### src/hw/rtl/sha256c_pkg.sv
// Shared types, constants and round functions of the SHA-256 compression engine.
package sha256c_pkg;

  typedef logic [0:7][31:0] vars_t;

  typedef enum logic [1:0] {
    ST_COLLECT,
    ST_ROUND,
    ST_UPDATE,
    ST_DRAIN
  } state_t;

  localparam int unsigned WORD_W      = 32;
  localparam int unsigned BLOCK_WORDS = 16;
  localparam int unsigned ROUNDS      = 64;
  localparam int unsigned DIGEST_WORDS = 8;

  localparam vars_t INIT_HASH = '{
    32'h6a09e667, 32'hbb67ae85, 32'h3c6ef372, 32'ha54ff53a,
    32'h510e527f, 32'h9b05688c, 32'h1f83d9ab, 32'h5be0cd19
  };

  localparam logic [31:0] ROUND_K [ROUNDS] = '{
    32'h428a2f98, 32'h71374491, 32'hb5c0fbcf, 32'he9b5dba5,
    32'h3956c25b, 32'h59f111f1, 32'h923f82a4, 32'hab1c5ed5,
    32'hd807aa98, 32'h12835b01, 32'h243185be, 32'h550c7dc3,
    32'h72be5d74, 32'h80deb1fe, 32'h9bdc06a7, 32'hc19bf174,
    32'he49b69c1, 32'hefbe4786, 32'h0fc19dc6, 32'h240ca1cc,
    32'h2de92c6f, 32'h4a7484aa, 32'h5cb0a9dc, 32'h76f988da,
    32'h983e5152, 32'ha831c66d, 32'hb00327c8, 32'hbf597fc7,
    32'hc6e00bf3, 32'hd5a79147, 32'h06ca6351, 32'h14292967,
    32'h27b70a85, 32'h2e1b2138, 32'h4d2c6dfc, 32'h53380d13,
    32'h650a7354, 32'h766a0abb, 32'h81c2c92e, 32'h92722c85,
    32'ha2bfe8a1, 32'ha81a664b, 32'hc24b8b70, 32'hc76c51a3,
    32'hd192e819, 32'hd6990624, 32'hf40e3585, 32'h106aa070,
    32'h19a4c116, 32'h1e376c08, 32'h2748774c, 32'h34b0bcb5,
    32'h391c0cb3, 32'h4ed8aa4a, 32'h5b9cca4f, 32'h682e6ff3,
    32'h748f82ee, 32'h78a5636f, 32'h84c87814, 32'h8cc70208,
    32'h90befffa, 32'ha4506ceb, 32'hbef9a3f7, 32'hc67178f2
  };

  function automatic logic [31:0] big_sigma0(input logic [31:0] x);
    big_sigma0 = {x[1:0], x[31:2]} ^ {x[12:0], x[31:13]} ^ {x[21:0], x[31:22]};
  endfunction

  function automatic logic [31:0] big_sigma1(input logic [31:0] x);
    big_sigma1 = {x[5:0], x[31:6]} ^ {x[10:0], x[31:11]} ^ {x[24:0], x[31:25]};
  endfunction

  function automatic logic [31:0] small_sigma0(input logic [31:0] x);
    small_sigma0 = {x[6:0], x[31:7]} ^ {x[17:0], x[31:18]} ^ {3'b000, x[31:3]};
  endfunction

  function automatic logic [31:0] small_sigma1(input logic [31:0] x);
    small_sigma1 = {x[16:0], x[31:17]} ^ {x[18:0], x[31:19]} ^ {10'b0, x[31:10]};
  endfunction

endpackage

### src/hw/rtl/sha256c_round.sv
// One SHA-256 round and one schedule expansion step, reused every cycle.
module sha256c_round (
  input  sha256c_pkg::vars_t vars_in,
  input  logic [31:0]        w_t,
  input  logic [31:0]        k_t,
  input  logic [31:0]        w_1,
  input  logic [31:0]        w_9,
  input  logic [31:0]        w_14,
  output sha256c_pkg::vars_t vars_out,
  output logic [31:0]        w_new
);

  logic [31:0] a, b, c, d, e, f, g, h;
  logic [31:0] choose, major, t1, t2;

  assign {a, b, c, d, e, f, g, h} = vars_in;

  assign choose = (e & f) ^ (~e & g);
  assign major  = (a & b) ^ (a & c) ^ (b & c);
  assign t1 = h + sha256c_pkg::big_sigma1(e) + choose + k_t + w_t;
  assign t2 = sha256c_pkg::big_sigma0(a) + major;

  assign vars_out = '{t1 + t2, a, b, c, d + t1, e, f, g};

  // Word sixteen places ahead of the one used in this round.
  assign w_new = sha256c_pkg::small_sigma1(w_14) + w_9 + sha256c_pkg::small_sigma0(w_1) + w_t;

endmodule

### src/hw/rtl/sha256_compression_top.sv
// Top level of the SHA-256 compression engine: word intake, round sequencer, digest output.
//
// Usage:
//   Input channel (in_valid/in_ready) carries one padded, big-endian 32-bit message word
//   per handshake. Set new_message on the first word of a message to reload the initial
//   hash value; a flag in the middle of a block drops the words gathered so far.
//   After every sixteenth word the engine compresses the block: its 64 rounds run one after
//   another on one shared round unit, then an update state adds into the chaining digest.
//   Output channel (out_valid/out_ready) then carries the eight digest words, word_index
//   0 to 7, with last set on word 7.
// The first digest word is offered once the rounds and the update state are through.
// Throughput is set by the 64-round loop; when both sides move at once, eight words of the
//   next block are taken while the eight digest words drain.
// During the rounds in_ready is low. While digest words drain, in_ready stays high for
//   words that neither start a message nor complete a block.
// A stalled receiver holds the current digest word steady until it is taken.
// Reset: sync, active high; clears the word count and sequencer, loads the initial hash.
module sha256_compression_top (
  input  logic                           clk,
  input  logic                           rst,
  input  logic                           in_valid,
  output logic                           in_ready,
  input  logic [sha256c_pkg::WORD_W-1:0] message_word,
  input  logic                           new_message,
  output logic                           out_valid,
  input  logic                           out_ready,
  output logic [sha256c_pkg::WORD_W-1:0] digest_word,
  output logic [2:0]                     word_index,
  output logic                           last
);

  sha256c_pkg::state_t state, state_next;

  logic [3:0]        word_count;
  logic [5:0]        round;
  logic [2:0]        out_idx;
  logic [31:0]       win [sha256c_pkg::BLOCK_WORDS];
  sha256c_pkg::vars_t vars, vars_out, digest;
  logic [31:0]       w_new;

  logic in_acc, out_acc, start;

  assign in_acc  = in_valid && in_ready;
  assign out_acc = out_valid && out_ready;
  // The sixteenth word of a block kicks off compression.
  assign start   = in_acc && !new_message && (word_count == 4'd15);

  sha256c_round u_round (
    .vars_in  (vars),
    .w_t      (win[0]),
    .k_t      (sha256c_pkg::ROUND_K[round]),
    .w_1      (win[1]),
    .w_9      (win[9]),
    .w_14     (win[14]),
    .vars_out (vars_out),
    .w_new    (w_new)
  );

  always_ff @(posedge clk) begin
    if (rst) begin
      state <= sha256c_pkg::ST_COLLECT;
    end else begin
      state <= state_next;
    end
  end

  always_comb begin
    state_next = state;
    in_ready   = 1'b0;
    out_valid  = 1'b0;
    unique case (state)
      sha256c_pkg::ST_COLLECT: begin
        in_ready = 1'b1;
        if (start) state_next = sha256c_pkg::ST_ROUND;
      end
      sha256c_pkg::ST_ROUND: begin
        if (round == 6'd63) state_next = sha256c_pkg::ST_UPDATE;
      end
      sha256c_pkg::ST_UPDATE: begin
        state_next = sha256c_pkg::ST_DRAIN;
      end
      sha256c_pkg::ST_DRAIN: begin
        out_valid = 1'b1;
        // Hold off words that would disturb the digest being drained.
        in_ready  = !new_message && (word_count != 4'd15);
        if (out_acc && out_idx == 3'd7) state_next = sha256c_pkg::ST_COLLECT;
      end
      default: state_next = sha256c_pkg::ST_COLLECT;
    endcase
  end

  // Word count, digest and output index.
  always_ff @(posedge clk) begin
    if (rst) begin
      word_count <= '0;
      digest     <= sha256c_pkg::INIT_HASH;
      out_idx    <= '0;
    end else begin
      if (in_acc) begin
        if (new_message) begin
          word_count <= 4'd1;
          digest     <= sha256c_pkg::INIT_HASH;
        end else begin
          word_count <= word_count + 4'd1;
        end
      end
      if (state == sha256c_pkg::ST_UPDATE) begin
        for (int i = 0; i < sha256c_pkg::DIGEST_WORDS; i++) begin
          digest[i] <= digest[i] + vars[i];
        end
        out_idx <= '0;
      end else if (out_acc) begin
        out_idx <= out_idx + 3'd1;
      end
    end
  end

  // Round counter, working variables and schedule window.
  always_ff @(posedge clk) begin
    if (rst) begin
      round <= '0;
    end else if (start) begin
      round <= '0;
    end else if (state == sha256c_pkg::ST_ROUND) begin
      round <= round + 6'd1;
    end
  end

  always_ff @(posedge clk) begin
    if (start) begin
      vars <= digest;
    end else if (state == sha256c_pkg::ST_ROUND) begin
      vars <= vars_out;
    end
  end

  // Advance the window by one word per accepted word and per round.
  always_ff @(posedge clk) begin
    if (in_acc || state == sha256c_pkg::ST_ROUND) begin
      for (int i = 0; i < sha256c_pkg::BLOCK_WORDS - 1; i++) begin
        win[i] <= win[i+1];
      end
      win[sha256c_pkg::BLOCK_WORDS-1] <= in_acc ? message_word[31:0] : w_new;
    end
  end

  assign digest_word = digest[out_idx];
  assign word_index  = out_idx;
  assign last        = (out_idx == 3'd7);

endmodule

### config.mk
export PLATFORM = sky130hd
export DESIGN_NAME = sha256_compression_top
export DESIGN_NICKNAME = d
export VERILOG_FILES = /design/src/hw/rtl/sha256c_pkg.sv /design/src/hw/rtl/sha256c_round.sv /design/src/hw/rtl/sha256_compression_top.sv
export SDC_FILE = /design/constraint.sdc
export NUM_CORES = 2
export LEC_CHECK = 0
export BUFFER_PORTS_ARGS = -buffer_cell sky130_fd_sc_hd__buf_4
export CORE_UTILIZATION = 60
export CTS_CLUSTER_DIAMETER = 100
export DETAILED_ROUTE_END_ITERATION = 7
export MAX_ROUTING_LAYER = met4
export PLACE_DENSITY = 0.85
export SYNTH_ARGS = -nofsm -noshare
export SYNTH_HDL_FRONTEND = slang
export SYNTH_SLANG_ARGS = --single-unit
### constraint.sdc
create_clock -name clk -period 16.6 [get_ports clk]
set_input_delay 1.66 -clock clk [delete_from_list [all_inputs] [get_ports clk]]
set_output_delay 1.66 -clock clk [all_outputs]
set_load 0.01 [all_outputs]
Word level (Yosys, flattened, before mapping)

Memories as Yosys holds them, arrays and structs flattened.
Cells that the tools add are included.

Input bits: 37
Memories: 2
Flip-flop bits (word level): 527
Memory bits (read-only): 2048
Bits in writable memories: 512
Output and inout port bits: 38

Reductions and logical operators: 16
Equal/unequal tests: 10
Bitwise gates (word level): 19
Order comparisons: 2
Add/subtract/negate cells: 21
Mux-type cells: 20

Memory list:

| name             | depth | bits a word | rd ports | clocked after memory_dff | wr ports | RTL line                     | text |
|---|---|---|---|---|---|---|---|
| (name not given) | 64    | 32          | 1        | 0                        | 0        | sha256_compression_top.sv:51 | `.k_t (sha256c_pkg::ROUND_K[round]),` |
| win              | 16    | 32          | 16       | 0                        | 16       | sha256_compression_top.sv:37 | `logic [31:0] win [sha256c_pkg::BLOCK_WORDS];` |

Operators with widths:

| kind                  | number |
|---|---|
| $mux W256             | 5 |
| $add A32 B32 Y32      | 18 |
| $xor A32 B32 Y32      | 9 |
| $and A32 B32 Y32      | 5 |
| $mux W32              | 5 |
| $bmux W32 S3          | 1 |
| $not A32 Y32          | 1 |
| $xor A32 B22 Y32      | 1 |
| $xor A32 B29 Y32      | 1 |
| $pmux W2 S4           | 1 |
| $ge A7 B7 Y1 const B  | 1 |
| $not A6 Y7            | 1 |
| $add A6 B1 Y6 const B | 1 |
| $eq A6 B6 Y1 const B  | 1 |
| $logic_and A1 B1 Y1   | 6 |
| $mux W2               | 3 |
| $ne A2 B2 Y1 const B  | 3 |
| $reduce_bool A2 Y1    | 3 |
| $add A4 B1 Y4 const B | 1 |
| $eq A2 B2 Y1 const B  | 2 |
| $eq A4 B4 Y1 const B  | 1 |
| $ge A4 B4 Y1 const B  | 1 |
| $mux W4               | 1 |
| $ne A4 B4 Y1 const B  | 1 |
| other kinds (12)      | 15 |

Depth between registers and ports, before layout

Word-level depth: 9
Depth in mapped cells: 39
Depth with buffers taken out: 37

Hierarchy

A second synthesis with hierarchy kept.

Cells, all modules: 6824
Area, all modules: 67861.3 um^2

By module, submodules not included:

| module                 | cells each | instances | area an instance (um^2) |
|---|---|---|---|
| sha256_compression_top | 5020       | 1         | 52801.9 |
| sha256c_round          | 1804       | 1         | 15059.4 |

Worst setup path before layout

Ideal clock, no wire load.

Path type: in2reg
Start point: input new_message
End point: memory win[0][0] (enable)
Path buffers: 1
Data required time: 15.630 ns
Slack: 1.621 ns
Arrival: 14.009 ns
Stages on the path: 6
Path through: inv_1 a31oi_1 nor2_1 nand2_1 clkbuf_1 nand2b_1

RTL lines:

| item            | RTL line                     | text |
|---|---|---|
| start, declared | sha256_compression_top.sv:24 | `input logic new_message,` |
| end, declared   | sha256_compression_top.sv:37 |  |

Worst setup path in the final report

Start point: register round[2]
End point: register vars[253] in the netlist's numbering (data pin)

Word-level cells in the longest chain between the ends: 9

Ends and longest elaborated chain:

| item                                         | RTL line                      | text |
|---|---|---|
| start, declared                              | sha256_compression_top.sv:35  | `logic [5:0] round;` |
| start signal, assigned                       | sha256_compression_top.sv:125 | `round <= round + 6'd1;` |
| $not A6 Y7 (implied by the code)             | sha256_compression_top.sv:51  |  |
| $mem_v2 Z64 W32                              | n/a                           |  |
| $mux W32 (implied by the code) (2 in series) | sha256_compression_top.sv:51  |  |
| $add A32 B32 Y32 (2 in series)               | sha256c_round.sv:20           | `assign t1 = h + sha256c_pkg::big_sigma1(e) + choose + k_t + w_t;` |
| $add A32 B32 Y32                             | sha256c_round.sv:23           | `assign vars_out = '{t1 + t2, a, b, c, d + t1, e, f, g};` |
| $mux W256                                    | sha256_compression_top.sv:132 | `end else if (state == sha256c_pkg::ST_ROUND) begin` |
| $mux W256                                    | sha256_compression_top.sv:130 | `if (start) begin` |
| end signal, assigned                         | sha256_compression_top.sv:131 | `vars <= digest;` |
| end signal, assigned                         | sha256_compression_top.sv:133 | `vars <= vars_out;` |
| end, declared                                | sha256_compression_top.sv:38  | `sha256c_pkg::vars_t vars, vars_out, digest;` |

No other way between the ends. The select of a mux whose other input is x is not followed.
A chain may end at the register's enable or synchronous reset.

==> flow_summary.toml <==
[run_status]
result_of_the_run = "finished, final reports clean"

[clock_network]
post_cts_resize_count = 0
cts_hold_buf = 0
clock_latency_ns = 0.75
post-cts-setup-buffer-count = 0
cts_tree = "yes"
htreeDepth = 3
cts_root_buffer = "sky130_fd_sc_hd__clkbuf_16"
largest_buffer_count_on_any_clock_path = 3
cts_num_sinks = 1039
cts-buffers-inserted = 109
path_clk_slew_ns = 0.07

[yosys]
synthesis.area_sq_um = 65200
synth_cells = 6447
leading_cell_type_by_number_of_instances_after_synthesis = "sky130_fd_sc_hd__nand2_1"
syn_area_per_cell_sq_um = 10.1
postSynth.topFlopCell = "sky130_fd_sc_hd__edfxtp_1"
synth_fp_nets = 7085
synth.top_cells.by_area = "sky130_fd_sc_hd__edfxtp_1 35%, sky130_fd_sc_hd__dfxtp_1 8.3%, sky130_fd_sc_hd__ha_1 7.8%"
number_of_synthesized_flops_with_an_enable_pin = 768
synthTopCellsByCount = "977 x sky130_fd_sc_hd__nand2_1, 768 x sky130_fd_sc_hd__edfxtp_1, 467 x sky130_fd_sc_hd__a21oi_1, 416 x sky130_fd_sc_hd__nor2_1, 406 x sky130_fd_sc_hd__ha_1"
synthArstFlopShare_pct = 0
yosysTopAreaCellShare_pct = 35.4
flops_latches_synth = 1039
synth_top_cell_by_area = "sky130_fd_sc_hd__edfxtp_1"
yosysWarningCount = 0
synth_cell_types = 84
yosysSeqAreaShare_pct = 43.7

[power_and_ir_drop]
clock_power_share_pct = 29.3
pwr_density_nw_per_um2 = 121
share_of_total_power_in_sequential_cells_pct = 36.9
cellLeakagePower_nw = 27.9
power_report.internal_total_mw = 5.57
p_switching_mw = 2.99
report.power.total_mw = 8.57
pwr-share-comb_pct = 33.8
worst_ir_drop_vdd_mv = 0.242
swShare_pct = 35.0

[timing]
final_min_period_over_clock_period_pct = 54.4
timing.slew.headroom_pct = 22.3
worst-slew-pin-transition_ns = 1.17
final.min_clock_period_ns = 9.03
worst_setup_margin_ns = 7.57
rsz0062_at_grt = "no"
skew_ns = 0.0581
max_clock_freq_mhz = 111
report.final.slew_viol_count = 0
timing.final.hold_violations = 0
fin_hold_ws_ns = 0.410
final_setup_fails = 0
final.setup.tns_ns = 0

[placement]
placedInstanceArea_sq_um = 66900
place.detailed.hpwl_um = 148000
placedCellCount = 7683
preCtsSetupSlack_ns = 7.75
port_buffers = 74
gpl.final_weighted_congestion = 1.04

[finish]
final.fill_count = 8074
fin_cells = 7893
layout_cell_area_excl_fill_sq_um = 70600
area_growth_syn_to_layout_pct = 8.26
final_nets = 7029
finalCoreUtilization_pct = 65.7
drive_above_1_share_pct = 7.48

[floorplan]
initial_core_util_pct = 60.7
core_sq_um = 107000
fp.dieH_um = 332
fp-row-count = 120
i_o_pin_count = 75
die_area_sq_um = 110000
dieWidth_um = 332

[worst_hold_path]
hold_sp = "win[1][227]"
holdPathEnd = "win[1][195]"
min_delay_path_depth = 0
hp-class = "flop to flop"

[routing]
drt_pre_antenna_iters = 7
vias = 52039
wirelength_um = 208000
drt_first_iter_violations = 6697
vias_per_cell = 6.59
routedWlPerCell_um = 26.3
drc_errors = 0
drtAntennaViolNets = 0

[setup_path]
reg2reg_slack_ns = 7.57
crit_path_max_fanout = 52
worstRegToRegCells = 34
critical_path.reg2reg.startpoint = "round[2]"
cpMaxStageDelayCell = "sky130_fd_sc_hd__o21ai_0"
max_stage_delay_ns = 0.54
crit_path_end_kind = "flop"
required_ns = 17.03
setup.worst_path.class = "flop to flop"
critical_path_arrival_ns = 9.46
rr_endpoint = "vars[253]"
cp-start-kind = "flop"
critPathLaunch = "round[2]"
path_common_cell = "sky130_fd_sc_hd__inv_1"

[global_route]
grt_start_max_net_pins = 99
groute.usage.overall_pct = 38.1
first_global_vias = 49079
antenna_violations_before_repair = 3
overflow = 0
grt_first_pass_wirelength_um = 308000

[job]
number_of_maximum_capacitance_constraint_violations = 0
==> power groups by stage <==
stage	sequential [mW]	combinational (mW)	clock, mW
2_1_floorplan	3.18	1.96	0
3_3_place_gp	3.20	2.62	0
3_5_place_dp	3.21	2.71	0
4_1_cts	3.16	2.81	2.52
5_1_grt	3.17	3.11	2.61
6_report	3.16	2.90	2.51
==> worst max-delay path, delay by kind of cell, from the launching register on <==
| kind | cells | cell delay, ns |
|---|---|---|
| flip-flops | 1 | 0.31 |
| XOR/XNOR | 2 | 0.39 |
| adder cells (fa/ha/maj) | 6 | 2.28 |
| AND/OR/NAND/NOR | 6 | 1.11 |
| AO/OA/AOI/OAI | 13 | 3.42 |
| buffers and inverters | 7 | 1.20 |
==> layer usage <==
metal / part of all wire (%) / up-vias / track usage [%]
li1: - / 22813 / -
met2: 44 / 3464 / 56.2
met5: 0 / - / -
met1: 38 / 25021 / 50.1
met4: 6.2 / 0 / 20.0
met3: 12 / 741 / 7.13
==> registers in the layout, indices dropped and copies added (netlist names) <==
name / count
round: 6
vars: 256
win: 512
word_count: 4
state: 2
digest: 256
word_index: 3
==> logic make-up after synthesis <==
kind of cell | Yosys count | share of synthesized area, %
AND/OR/NAND/NOR | 1795 | 11.7
AO/OA/AOI/OAI | 1597 | 15.4
flip-flops | 1039 | 43.7
buffers and inverters | 693 | 3.99
adder cells (fa/ha/maj) | 603 | 13.8
XOR/XNOR | 573 | 7.70
multiplexers | 147 | 3.66
==> how the worst max path moves through the flow <==
stage,cells past startpoint,end,slack (ns)
floorplan,6,win[0][0],1.62
CTS,34,vars[253],7.70
finish,34,vars[253],7.57
detailed placement,34,vars[253],7.75
global placement,36,vars[253],7.79
global route,34,vars[253],7.07
==> layout by cell type, fill, tap and decap left out, types with 13 or more instances in the layout <==
cell                        netlist  final
sky130_fd_sc_hd__nand2b_1        55     53
sky130_fd_sc_hd__clkinv_2         0     20
sky130_fd_sc_hd__or3_1           25     24
sky130_fd_sc_hd__o21ai_0        376    376
sky130_fd_sc_hd__buf_4            0    125
sky130_fd_sc_hd__clkbuf_1       257     19
sky130_fd_sc_hd__clkinv_1         4     22
sky130_fd_sc_hd__nand3_1         71     71
sky130_fd_sc_hd__nand4_1         17     17
sky130_fd_sc_hd__clkbuf_16        0    112
sky130_fd_sc_hd__or2_2           18     18
sky130_fd_sc_hd__a22oi_1         70     70
sky130_fd_sc_hd__o2111ai_1       13     13
sky130_fd_sc_hd__and3_1          27     27
sky130_fd_sc_hd__o21bai_1        37     37
sky130_fd_sc_hd__nor3_1          82     81
sky130_fd_sc_hd__mux4_2          67     67
sky130_fd_sc_hd__mux2_2          62     62
sky130_fd_sc_hd__a2111oi_0       13     13
sky130_fd_sc_hd__inv_1          396    395
sky130_fd_sc_hd__ha_1           406    405
sky130_fd_sc_hd__a21oi_1        467    467
sky130_fd_sc_hd__a21o_1         168    168
sky130_fd_sc_hd__nor2b_1         47     47
sky130_fd_sc_hd__edfxtp_1       768    768
sky130_fd_sc_hd__o22ai_1         74     74
sky130_fd_sc_hd__mux2i_1         18     18
sky130_fd_sc_hd__xnor2_1        378    378
sky130_fd_sc_hd__o31ai_1         23     23
sky130_fd_sc_hd__o21a_1          61     60
sky130_fd_sc_hd__o211ai_1        30     30
sky130_fd_sc_hd__nand2_1        977    974
sky130_fd_sc_hd__a31oi_1         47     47
sky130_fd_sc_hd__nor2_1         416    414
sky130_fd_sc_hd__dfxtp_1        271    264
sky130_fd_sc_hd__xor2_1         195    195
sky130_fd_sc_hd__and2_1          20     20
sky130_fd_sc_hd__fa_1           195    195
sky130_fd_sc_hd__a211oi_1        59     59
==> layout make-up <==
| type | count | area, sq um | area share [%] |
|---|---|---|---|
| Inverter | 400 | 1500 | 2.13 |
| Multi-Input combinational cell | 4715 | 34200 | 48.4 |
| Timing Repair Buffer | 126 | 958 | 1.36 |
| Antenna cell | 5 | 12.5 | 0.0177 |
| Tap cell | 1403 | 1760 | 2.49 |
| Clock inverter | 67 | 684 | 0.970 |
| Sequential cell | 1039 | 28500 | 40.4 |
| Clock buffer | 138 | 2970 | 4.21 |
Power figures use the tool's default switching activity.
